--- config.mk ---
export PLATFORM = sky130hd
export DESIGN_NAME = stepper_ramp_sequencer_core
export DESIGN_NICKNAME = d
export VERILOG_FILES = /design/src/srs_pkg.sv /design/src/srs_cfg_regs.sv /design/src/stepper_ramp_sequencer_core.sv
export SDC_FILE = /design/constraint.sdc
export NUM_CORES = 1
export LEC_CHECK = 0
export BUFFER_PORTS_ARGS = -buffer_cell sky130_fd_sc_hd__clkbuf_2
export CAP_MARGIN = 25
export CORE_ASPECT_RATIO = 1.2
export CORE_MARGIN = 4
export CORE_UTILIZATION = 50
export CTS_BUF_LIST = sky130_fd_sc_hd__clkbuf_4
export CTS_CLUSTER_DIAMETER = 200
export DETAILED_ROUTE_END_ITERATION = 6
export GPL_ROUTABILITY_DRIVEN = 0
export HOLD_SLACK_MARGIN = 0.08
export PLACE_DENSITY = 0.67
export SYNTH_ARGS = -nofsm -noshare
export SYNTH_HDL_FRONTEND = slang
export SYNTH_SLANG_ARGS = --single-unit
--- constraint.sdc ---
create_clock -name clk -period 7.2 [get_ports clk]
set_clock_uncertainty 0.2 [all_clocks]
set_input_delay 0 -clock clk [delete_from_list [all_inputs] [get_ports clk]]
set_output_delay 0 -clock clk [all_outputs]
set_load 0.02 [all_outputs]
--- src/srs_pkg.sv ---
`timescale 1ns / 1ps
package srs_pkg;

	localparam int STEP_COUNT_BITS_DEF = 16;
	localparam int DELAY_BITS_DEF      = 7;

	localparam int CFG_W      = 6;
	localparam int CFG_IDX_W  = 3;
	localparam int PHASES     = 4;
	localparam int DWELL_W    = 7;
	localparam int COUNT_W    = 16;

	localparam logic FUNC_TICK = 1'b0;
	localparam logic FUNC_MOVE = 1'b1;

	typedef enum logic [CFG_IDX_W-1:0] {
		REG_PATTERN_0  = 3'd0,
		REG_PATTERN_1  = 3'd1,
		REG_PATTERN_2  = 3'd2,
		REG_PATTERN_3  = 3'd3,
		REG_START      = 3'd4,
		REG_MIN        = 3'd5,
		REG_LEAD       = 3'd6,
		REG_DECEL      = 3'd7
	} reg_idx_t;

	localparam logic [CFG_W-1:0] RST_PATTERN_0 = 6'b110000;
	localparam logic [CFG_W-1:0] RST_PATTERN_1 = 6'b000110;
	localparam logic [CFG_W-1:0] RST_PATTERN_2 = 6'b101000;
	localparam logic [CFG_W-1:0] RST_PATTERN_3 = 6'b000101;
	localparam logic [CFG_W-1:0] RST_START     = 6'd20;
	localparam logic [CFG_W-1:0] RST_MIN       = 6'd1;
	localparam logic [CFG_W-1:0] RST_LEAD      = 6'd10;
	localparam logic [CFG_W-1:0] RST_DECEL     = 6'd19;

	typedef struct packed {
		logic [PHASES-1:0][CFG_W-1:0] phase_pattern;
		logic [CFG_W-1:0]             start_delay;
		logic [CFG_W-1:0]             min_delay;
		logic [CFG_W-1:0]             lead_steps;
		logic [CFG_W-1:0]             decel_steps;
	} cfg_t;

	typedef struct packed {
		logic               func;
		logic [COUNT_W-1:0] step_count;
		logic               direction;
	} cmd_item_t;

	typedef struct packed {
		logic [CFG_W-1:0]   coil_pattern;
		logic               busy_res;
		logic               step_done;
		logic               move_done;
		logic               rejected;
		logic [DWELL_W-1:0] dwell_now;
	} res_item_t;

endpackage

--- src/srs_cfg_regs.sv ---
`timescale 1ns / 1ps
module srs_cfg_regs (
	input  logic                           clk,
	input  logic                           arst_n,
	input  logic                           cfg_we,
	input  logic [srs_pkg::CFG_IDX_W-1:0]  cfg_index,
	input  logic [srs_pkg::CFG_W-1:0]      cfg_data,
	output srs_pkg::cfg_t                  cfg
);

	srs_pkg::cfg_t cfg_q;

	always_ff @(posedge clk or negedge arst_n) begin
		if (!arst_n) begin
			cfg_q.phase_pattern[0] <= srs_pkg::RST_PATTERN_0;
			cfg_q.phase_pattern[1] <= srs_pkg::RST_PATTERN_1;
			cfg_q.phase_pattern[2] <= srs_pkg::RST_PATTERN_2;
			cfg_q.phase_pattern[3] <= srs_pkg::RST_PATTERN_3;
			cfg_q.start_delay      <= srs_pkg::RST_START;
			cfg_q.min_delay        <= srs_pkg::RST_MIN;
			cfg_q.lead_steps       <= srs_pkg::RST_LEAD;
			cfg_q.decel_steps      <= srs_pkg::RST_DECEL;
		end else if (cfg_we) begin
			case (srs_pkg::reg_idx_t'(cfg_index))
				srs_pkg::REG_PATTERN_0: cfg_q.phase_pattern[0] <= cfg_data;
				srs_pkg::REG_PATTERN_1: cfg_q.phase_pattern[1] <= cfg_data;
				srs_pkg::REG_PATTERN_2: cfg_q.phase_pattern[2] <= cfg_data;
				srs_pkg::REG_PATTERN_3: cfg_q.phase_pattern[3] <= cfg_data;
				srs_pkg::REG_START:     cfg_q.start_delay      <= cfg_data;
				srs_pkg::REG_MIN:       cfg_q.min_delay        <= cfg_data;
				srs_pkg::REG_LEAD:      cfg_q.lead_steps       <= cfg_data;
				srs_pkg::REG_DECEL:     cfg_q.decel_steps      <= cfg_data;
				default: ;
			endcase
		end
	end

	assign cfg = cfg_q;

endmodule

--- src/stepper_ramp_sequencer_core.sv ---
`timescale 1ns / 1ps
// Trapezoidal-ramp stepper sequencer.
// Command channel (cmd_valid/cmd_ready/cmd_data): each beat is either a
// millisecond tick (func 0) or a move command (func 1, step count and
// direction). Result channel (res_valid/res_ready/res_data): exactly one
// beat per command beat, carrying the coil pattern, busy flag, step and
// move completion flags, the reject flag and the dwell now in force.
// Configuration port (cfg_we/cfg_index/cfg_data): writes to the
// four phase patterns and the ramp settings; write only while idle.
// The result of an accepted beat is registered and shows from the next cycle.
// Throughput is one beat per cycle while results drain; the state update is a
// short add/compare chain between the state registers and the result register.
// cmd_ready stays high while the result register is empty or being drained,
// so a stalled receiver holds at most one result and then stalls the sender.
// Reset clears the motion state, the coil pattern to zero and the result
// valid flag, and loads the default patterns and ramp settings.
module stepper_ramp_sequencer_core #(
	parameter int STEP_COUNT_BITS = srs_pkg::STEP_COUNT_BITS_DEF,
	parameter int DELAY_BITS      = srs_pkg::DELAY_BITS_DEF
) (
	input  logic                           clk,
	input  logic                           arst_n,
	input  logic                           cmd_valid,
	output logic                           cmd_ready,
	input  srs_pkg::cmd_item_t             cmd_data,
	output logic                           res_valid,
	input  logic                           res_ready,
	output srs_pkg::res_item_t             res_data,
	input  logic                           cfg_we,
	input  logic [srs_pkg::CFG_IDX_W-1:0]  cfg_index,
	input  logic [srs_pkg::CFG_W-1:0]      cfg_data
);

	localparam int SB = STEP_COUNT_BITS;
	localparam int DB = DELAY_BITS;
	localparam int CW = srs_pkg::CFG_W;

	srs_pkg::cfg_t cfg;

	srs_cfg_regs u_cfg (
		.clk       (clk),
		.arst_n    (arst_n),
		.cfg_we    (cfg_we),
		.cfg_index (cfg_index),
		.cfg_data  (cfg_data),
		.cfg       (cfg)
	);

	// motion state
	logic [1:0]    phase_q,  phase_n;
	logic [SB-1:0] step_q,   step_n;
	logic [SB-1:0] len_q,    len_n;
	logic [DB-1:0] delay_q,  delay_n;
	logic [DB-1:0] tick_q,   tick_n;
	logic          ccw_q,    ccw_n;
	logic          moving_q, moving_n;
	logic [CW-1:0] drive_q,  drive_n;

	logic step_done, move_done, rejected;

	logic               res_valid_q;
	srs_pkg::res_item_t res_data_q;

	logic accept;

	// width-safe extensions of register fields
	logic [DB+CW-1:0] start_wide, min_wide;
	logic [SB+CW:0]   lead_wide, decel_wide;
	logic [SB+srs_pkg::COUNT_W-1:0] count_wide;
	logic [DB-1:0]    start_ext, min_ext;
	logic [SB:0]      lead_ext, decel_ext;
	logic [SB-1:0]    cmd_len;
	logic [DB+srs_pkg::DWELL_W-1:0] dwell_wide;

	assign start_wide = {{DB{1'b0}}, cfg.start_delay};
	assign min_wide   = {{DB{1'b0}}, cfg.min_delay};
	assign start_ext  = start_wide[DB-1:0];
	assign min_ext    = min_wide[DB-1:0];
	assign lead_wide  = {{(SB+1){1'b0}}, cfg.lead_steps};
	assign decel_wide = {{(SB+1){1'b0}}, cfg.decel_steps};
	assign lead_ext   = lead_wide[SB:0];
	assign decel_ext  = decel_wide[SB:0];
	assign count_wide = {{SB{1'b0}}, cmd_data.step_count};
	assign cmd_len    = count_wide[SB-1:0];

	assign cmd_ready = !res_valid_q || res_ready;
	assign accept    = cmd_valid && cmd_ready;

	// true when the step at idx is in the acceleration part of the move
	function automatic logic in_accel(input logic [SB-1:0] idx, input logic [SB-1:0] len,
			input logic [SB:0] lead, input logic [SB:0] decel);
		logic [SB:0] idx_w;
		idx_w = {1'b0, idx};
		return (idx_w >= lead) && ((idx_w + decel) < {1'b0, len});
	endfunction

	always_comb begin
		phase_n   = phase_q;
		step_n    = step_q;
		len_n     = len_q;
		delay_n   = delay_q;
		tick_n    = tick_q;
		ccw_n     = ccw_q;
		moving_n  = moving_q;
		drive_n   = drive_q;
		step_done = 1'b0;
		move_done = 1'b0;
		rejected  = 1'b0;
		if (cmd_data.func == srs_pkg::FUNC_MOVE) begin
			if (moving_q) begin
				rejected = 1'b1;
			end else begin
				len_n   = cmd_len;
				ccw_n   = cmd_data.direction;
				delay_n = start_ext;
				step_n  = '0;
				tick_n  = '0;
				if (cmd_len == '0) begin
					move_done = 1'b1;
				end else begin
					moving_n = 1'b1;
					if (in_accel('0, cmd_len, lead_ext, decel_ext) && (start_ext > min_ext))
						delay_n = start_ext - 1'b1;
					drive_n = cfg.phase_pattern[phase_q];
				end
			end
		end else if (moving_q) begin
			tick_n = tick_q + 1'b1;
			if (tick_n >= delay_q) begin
				step_done = 1'b1;
				// grow the dwell in the final region
				if (({1'b0, step_q} >= lead_ext) && (({1'b0, step_q} + decel_ext) >= {1'b0, len_q})
						&& (delay_q != {DB{1'b1}}))
					delay_n = delay_q + 1'b1;
				phase_n = ccw_q ? phase_q - 2'd1 : phase_q + 2'd1;
				step_n  = step_q + 1'b1;
				tick_n  = '0;
				if (step_n == len_q) begin
					moving_n  = 1'b0;
					move_done = 1'b1;
				end else begin
					if (in_accel(step_n, len_q, lead_ext, decel_ext) && (delay_n > min_ext))
						delay_n = delay_n - 1'b1;
					drive_n = cfg.phase_pattern[phase_n];
				end
			end
		end
	end

	always_ff @(posedge clk or negedge arst_n) begin
		if (!arst_n) begin
			phase_q  <= '0;
			step_q   <= '0;
			len_q    <= '0;
			delay_q  <= '0;
			tick_q   <= '0;
			ccw_q    <= 1'b0;
			moving_q <= 1'b0;
			drive_q  <= '0;
		end else if (accept) begin
			phase_q  <= phase_n;
			step_q   <= step_n;
			len_q    <= len_n;
			delay_q  <= delay_n;
			tick_q   <= tick_n;
			ccw_q    <= ccw_n;
			moving_q <= moving_n;
			drive_q  <= drive_n;
		end
	end

	assign dwell_wide = {{srs_pkg::DWELL_W{1'b0}}, delay_n};

	always_ff @(posedge clk or negedge arst_n) begin
		if (!arst_n) begin
			res_valid_q <= 1'b0;
		end else if (accept) begin
			res_valid_q <= 1'b1;
		end else if (res_ready) begin
			res_valid_q <= 1'b0;
		end
	end

	// hold the payload while the receiver stalls
	always_ff @(posedge clk) begin
		if (accept) begin
			res_data_q.coil_pattern <= drive_n;
			res_data_q.busy_res     <= moving_n;
			res_data_q.step_done    <= step_done;
			res_data_q.move_done    <= move_done;
			res_data_q.rejected     <= rejected;
			res_data_q.dwell_now    <= moving_n ? dwell_wide[srs_pkg::DWELL_W-1:0] : '0;
		end
	end

	assign res_valid = res_valid_q;
	assign res_data  = res_data_q;

endmodule
==> results.yml <==
logic_synthesis:
  synth-seq-cells: 122
  synth_edf_count: 17
  ys_seq_area_frac: 0.338
  post_synth_inst_count: 962
  ys_warn_count: 0
  async_flop_share: 0.861
  ys_types: 75
  syn_area_mm2: 0.00934
  syn_avg_cell_area_um2: 9.71
  synth_nets: 1084
  synth_top_flop_cell: "dfrtp_1"
timing:
  slew_viol_final: 0
  layout_setup_ws_ns: 0.632
  setup_viol_count_final: 0
  worst_pin_slew_ns: 1.04
  fin_setup_tns_ns: 0
  hold_viol: 0
  max_freq_mhz: 152
  relSlewSlack: 0.307
  final.min_clock_period_ns: 6.57
  rsz0062_at_grt: "false"
  period_share: 0.912
power_and_ir_drop:
  power.density_mw_per_mm2: 263
  irDropWorstVdd_mv: 0.179
  leakagePower_nw: 4.57
worst_setup_path:
  max_stage_delay_ns: 0.56
  required_ns: 7.41
  worst-path-buf-inv: 0
  crit_top_cell: "a21oi_1"
  critical-path-slowest-cell: "dfrtp_1"
  worstPathArrival_ns: 6.78
  start_kind: "register"
  end_kind: "register"
  cp_max_fo: 12
  cp_top_family: "compound AO/OA/AOI/OAI gates"
  crit_type: "register to register"
grt:
  antenna_found_initial: 1
  first_global_vias: 7721
  grtUsageTotal: 0.241
  grt_max_degree: 72
  grt_pass1_wl_mm: 40.1
  gr-total-overflow: 0
floorplan:
  die_x_um: 133
  dieArea_mm2: 0.0209
  fp.dieH_um: 158
  start_util: 0.512
  core_area_mm2: 0.0182
  io_pins: 51
  rows: 54
clocking:
  cts_max_level: 4
  cts_buffers: 17
  tritoncts: "built"
  clkTransAtPathRegs_ns: 0.14
  cts_setup_buffers: 0
  clk_latency_ns: 0.57
  post_cts_resized: 0
  cts.path.max_buffers: 2
  cts-root-buf: "clkbuf_4"
  clock-sinks: 122
place:
  numPortBuffers: 50
  dp_hpwl_mm: 17.8
  dp_slack_ns: 0.818
detailed_routing:
  first_pass_iters: 5
  post-route-drc-count: 0
  routed_wl_mm: 24.3
  drt-wirelength-per-cell_um: 18.9
  viasPerCell: 6.04
  vias: 7791
  drt_iter0_markers: 566
  detail-route-antenna-nets: 0
layout:
  fin_nets: 1174
  syn_to_final_growth_pct: 13.5
  area.sequential_mm2: 0.00316
  multiInputGateArea_mm2: 0.00576
  drive_gt1_frac: 0.184
  fill_cells: 1623
job:
  cap_violations: 0
worst_hold_path:
  holdCritPathClass: "input port to register"
outcome:
  status: "finished clean"
[metrics by stage]
step / util / std cells / total power [mW] / cell area, um2 / hold WS (ns)
floorplan: - / 962 / 1.97 / 9340 / -0.496
global placement: 0.534 / 1197 / 2.27 / 9740 / -0.198
detailed placement: 0.534 / 1197 / 2.30 / 9740 / -0.198
CTS: 0.581 / 1288 / 2.80 / 10600 / 0.114
global route: 0.581 / 1290 / 3.03 / 10600 / 0.125
finish: 0.581 / 1290 / 2.79 / 10600 / 0.162
[report_power, final]
group	leakage [nW]	internal, mW	total (mW)	switching (mW)
logic	3.00	0.604	1.26	0.654
registers	1.43	0.870	1.07	0.198
clock network	0.145	0.149	0.467	0.317
total	4.57	1.62	2.79	1.17
[Yosys cell counts (9+ instances only)]
library cell / instances / share of area
a31oi_1: 11 / 0.0074
dfrtp_1: 89 / 0.24
nor4_1: 10 / 0.0067
a21oi_1: 51 / 0.027
nor3_1: 24 / 0.013
inv_1: 64 / 0.026
nand2_1: 59 / 0.024
nor2_1: 57 / 0.023
and3_1: 9 / 0.0060
nand3_1: 21 / 0.011
o31ai_1: 18 / 0.014
nand4_1: 18 / 0.012
a211oi_1: 11 / 0.0088
o21ai_0: 42 / 0.023
buf_2: 9 / 0.0048
a21o_1: 11 / 0.0088
edfxtp_1: 17 / 0.055
clkbuf_1: 32 / 0.013
dfstp_2: 16 / 0.045
mux2_2: 67 / 0.081
xor2_1: 20 / 0.019
xnor2_1: 50 / 0.047
nor2b_1: 16 / 0.011
ha_1: 88 / 0.12
mux4_2: 12 / 0.029
mux2i_1: 12 / 0.013
[area by class of cell]
class	instances	share of cell area
tap	224	0.0264
multi-input combinational	731	0.543
timing repair buffer	116	0.0852
sequential	122	0.298
antenna	1	0.000236
clock buffer	17	0.0120
inverter	64	0.0227
clock inverter	15	0.0124
[worst register-to-register path: stages, from the launching register on]
cell and delay (ns):
dfrtp_1 0.56, ha_1 0.30, a21o_1 0.16, a21oi_1 0.24, o21bai_1 0.10, a21oi_1 0.22, nor2b_1 0.09, o2111ai_1 0.35
nor2_1 0.09, xor2_1 0.16, ha_1 0.32, a21oi_1 0.16, a21oi_1 0.09, nor2_1 0.10, o31ai_1 0.17, o211ai_1 0.29
nor2_1 0.08, xnor2_1 0.41, ha_1 0.35, a21o_1 0.18, a2111oi_0 0.42, nor2_1 0.13, o2111ai_1 0.23, nor3_1 0.10
and3_1 0.20, and4_1 0.18, or4_1 0.40, a21oi_1 0.14
[routing by layer]
metal,vias to the layer above,global-route usage,share of wire
met5,-,0,0
met4,0,0.115,0.038
met3,55,0.0337,0.035
met2,195,0.410,0.50
met1,3803,0.304,0.43
li1,3738,-,-
[final timing paths]
kind	startpoint	cells past startpoint	slack (ns)	to
hold reg to reg	u_cfg.cfg[14]	1	0.32	u_cfg.cfg[14]
setup reg to reg	step_q[1]	27	0.63	res_data[4]
hold / removal	cfg_data[5]	3	0.16	u_cfg.cfg[47]
setup / recovery	step_q[1]	27	0.63	res_data[4]
min in group asynchronous	arst_n	4	0.30	step_q[11]
max in group asynchronous	arst_n	4	5.62	u_cfg.cfg[17]
[placed cells by master (no fill, tap or decap), drive strengths merged, types with 45 or more instances in the layout]
cell          n
a21oi        51
ha           88
inv          72
nor2         57
xnor2        50
nand2        59
dfrtp        89
dlygate4sd3  58
mux2         67
clkbuf       66
o21ai        45
[state kept, by name (all words and copies together) (netlist names)]
register / cells
moving_q: 1
ccw_q: 1
delay_q: 7
res_data: 17
tick_q: 7
drive_q: 6
phase_q: 2
len_q: 16
step_q: 16
u_cfg.cfg: 48
res_valid: 1
[repair_timing]
action                     in CTS  in global routing
setup endpoints to repair       0                  0
hold buffers                   59                  0
hold endpoints to repair      193                  0
[cells by family after synthesis]
| logic type | Yosys count | synth area share |
|---|---|---|
| xor gates and xnor gates | 71 | 0.0681 |
| buffers and inverters | 109 | 0.0450 |
| DFF | 122 | 0.338 |
| AOI/OAI and AO/OA | 206 | 0.146 |
| and+or+nand+nor | 273 | 0.158 |
| adders and majority gates | 90 | 0.122 |
| muxes | 91 | 0.123 |
Note: power is estimated with default switching activity, not from simulation.
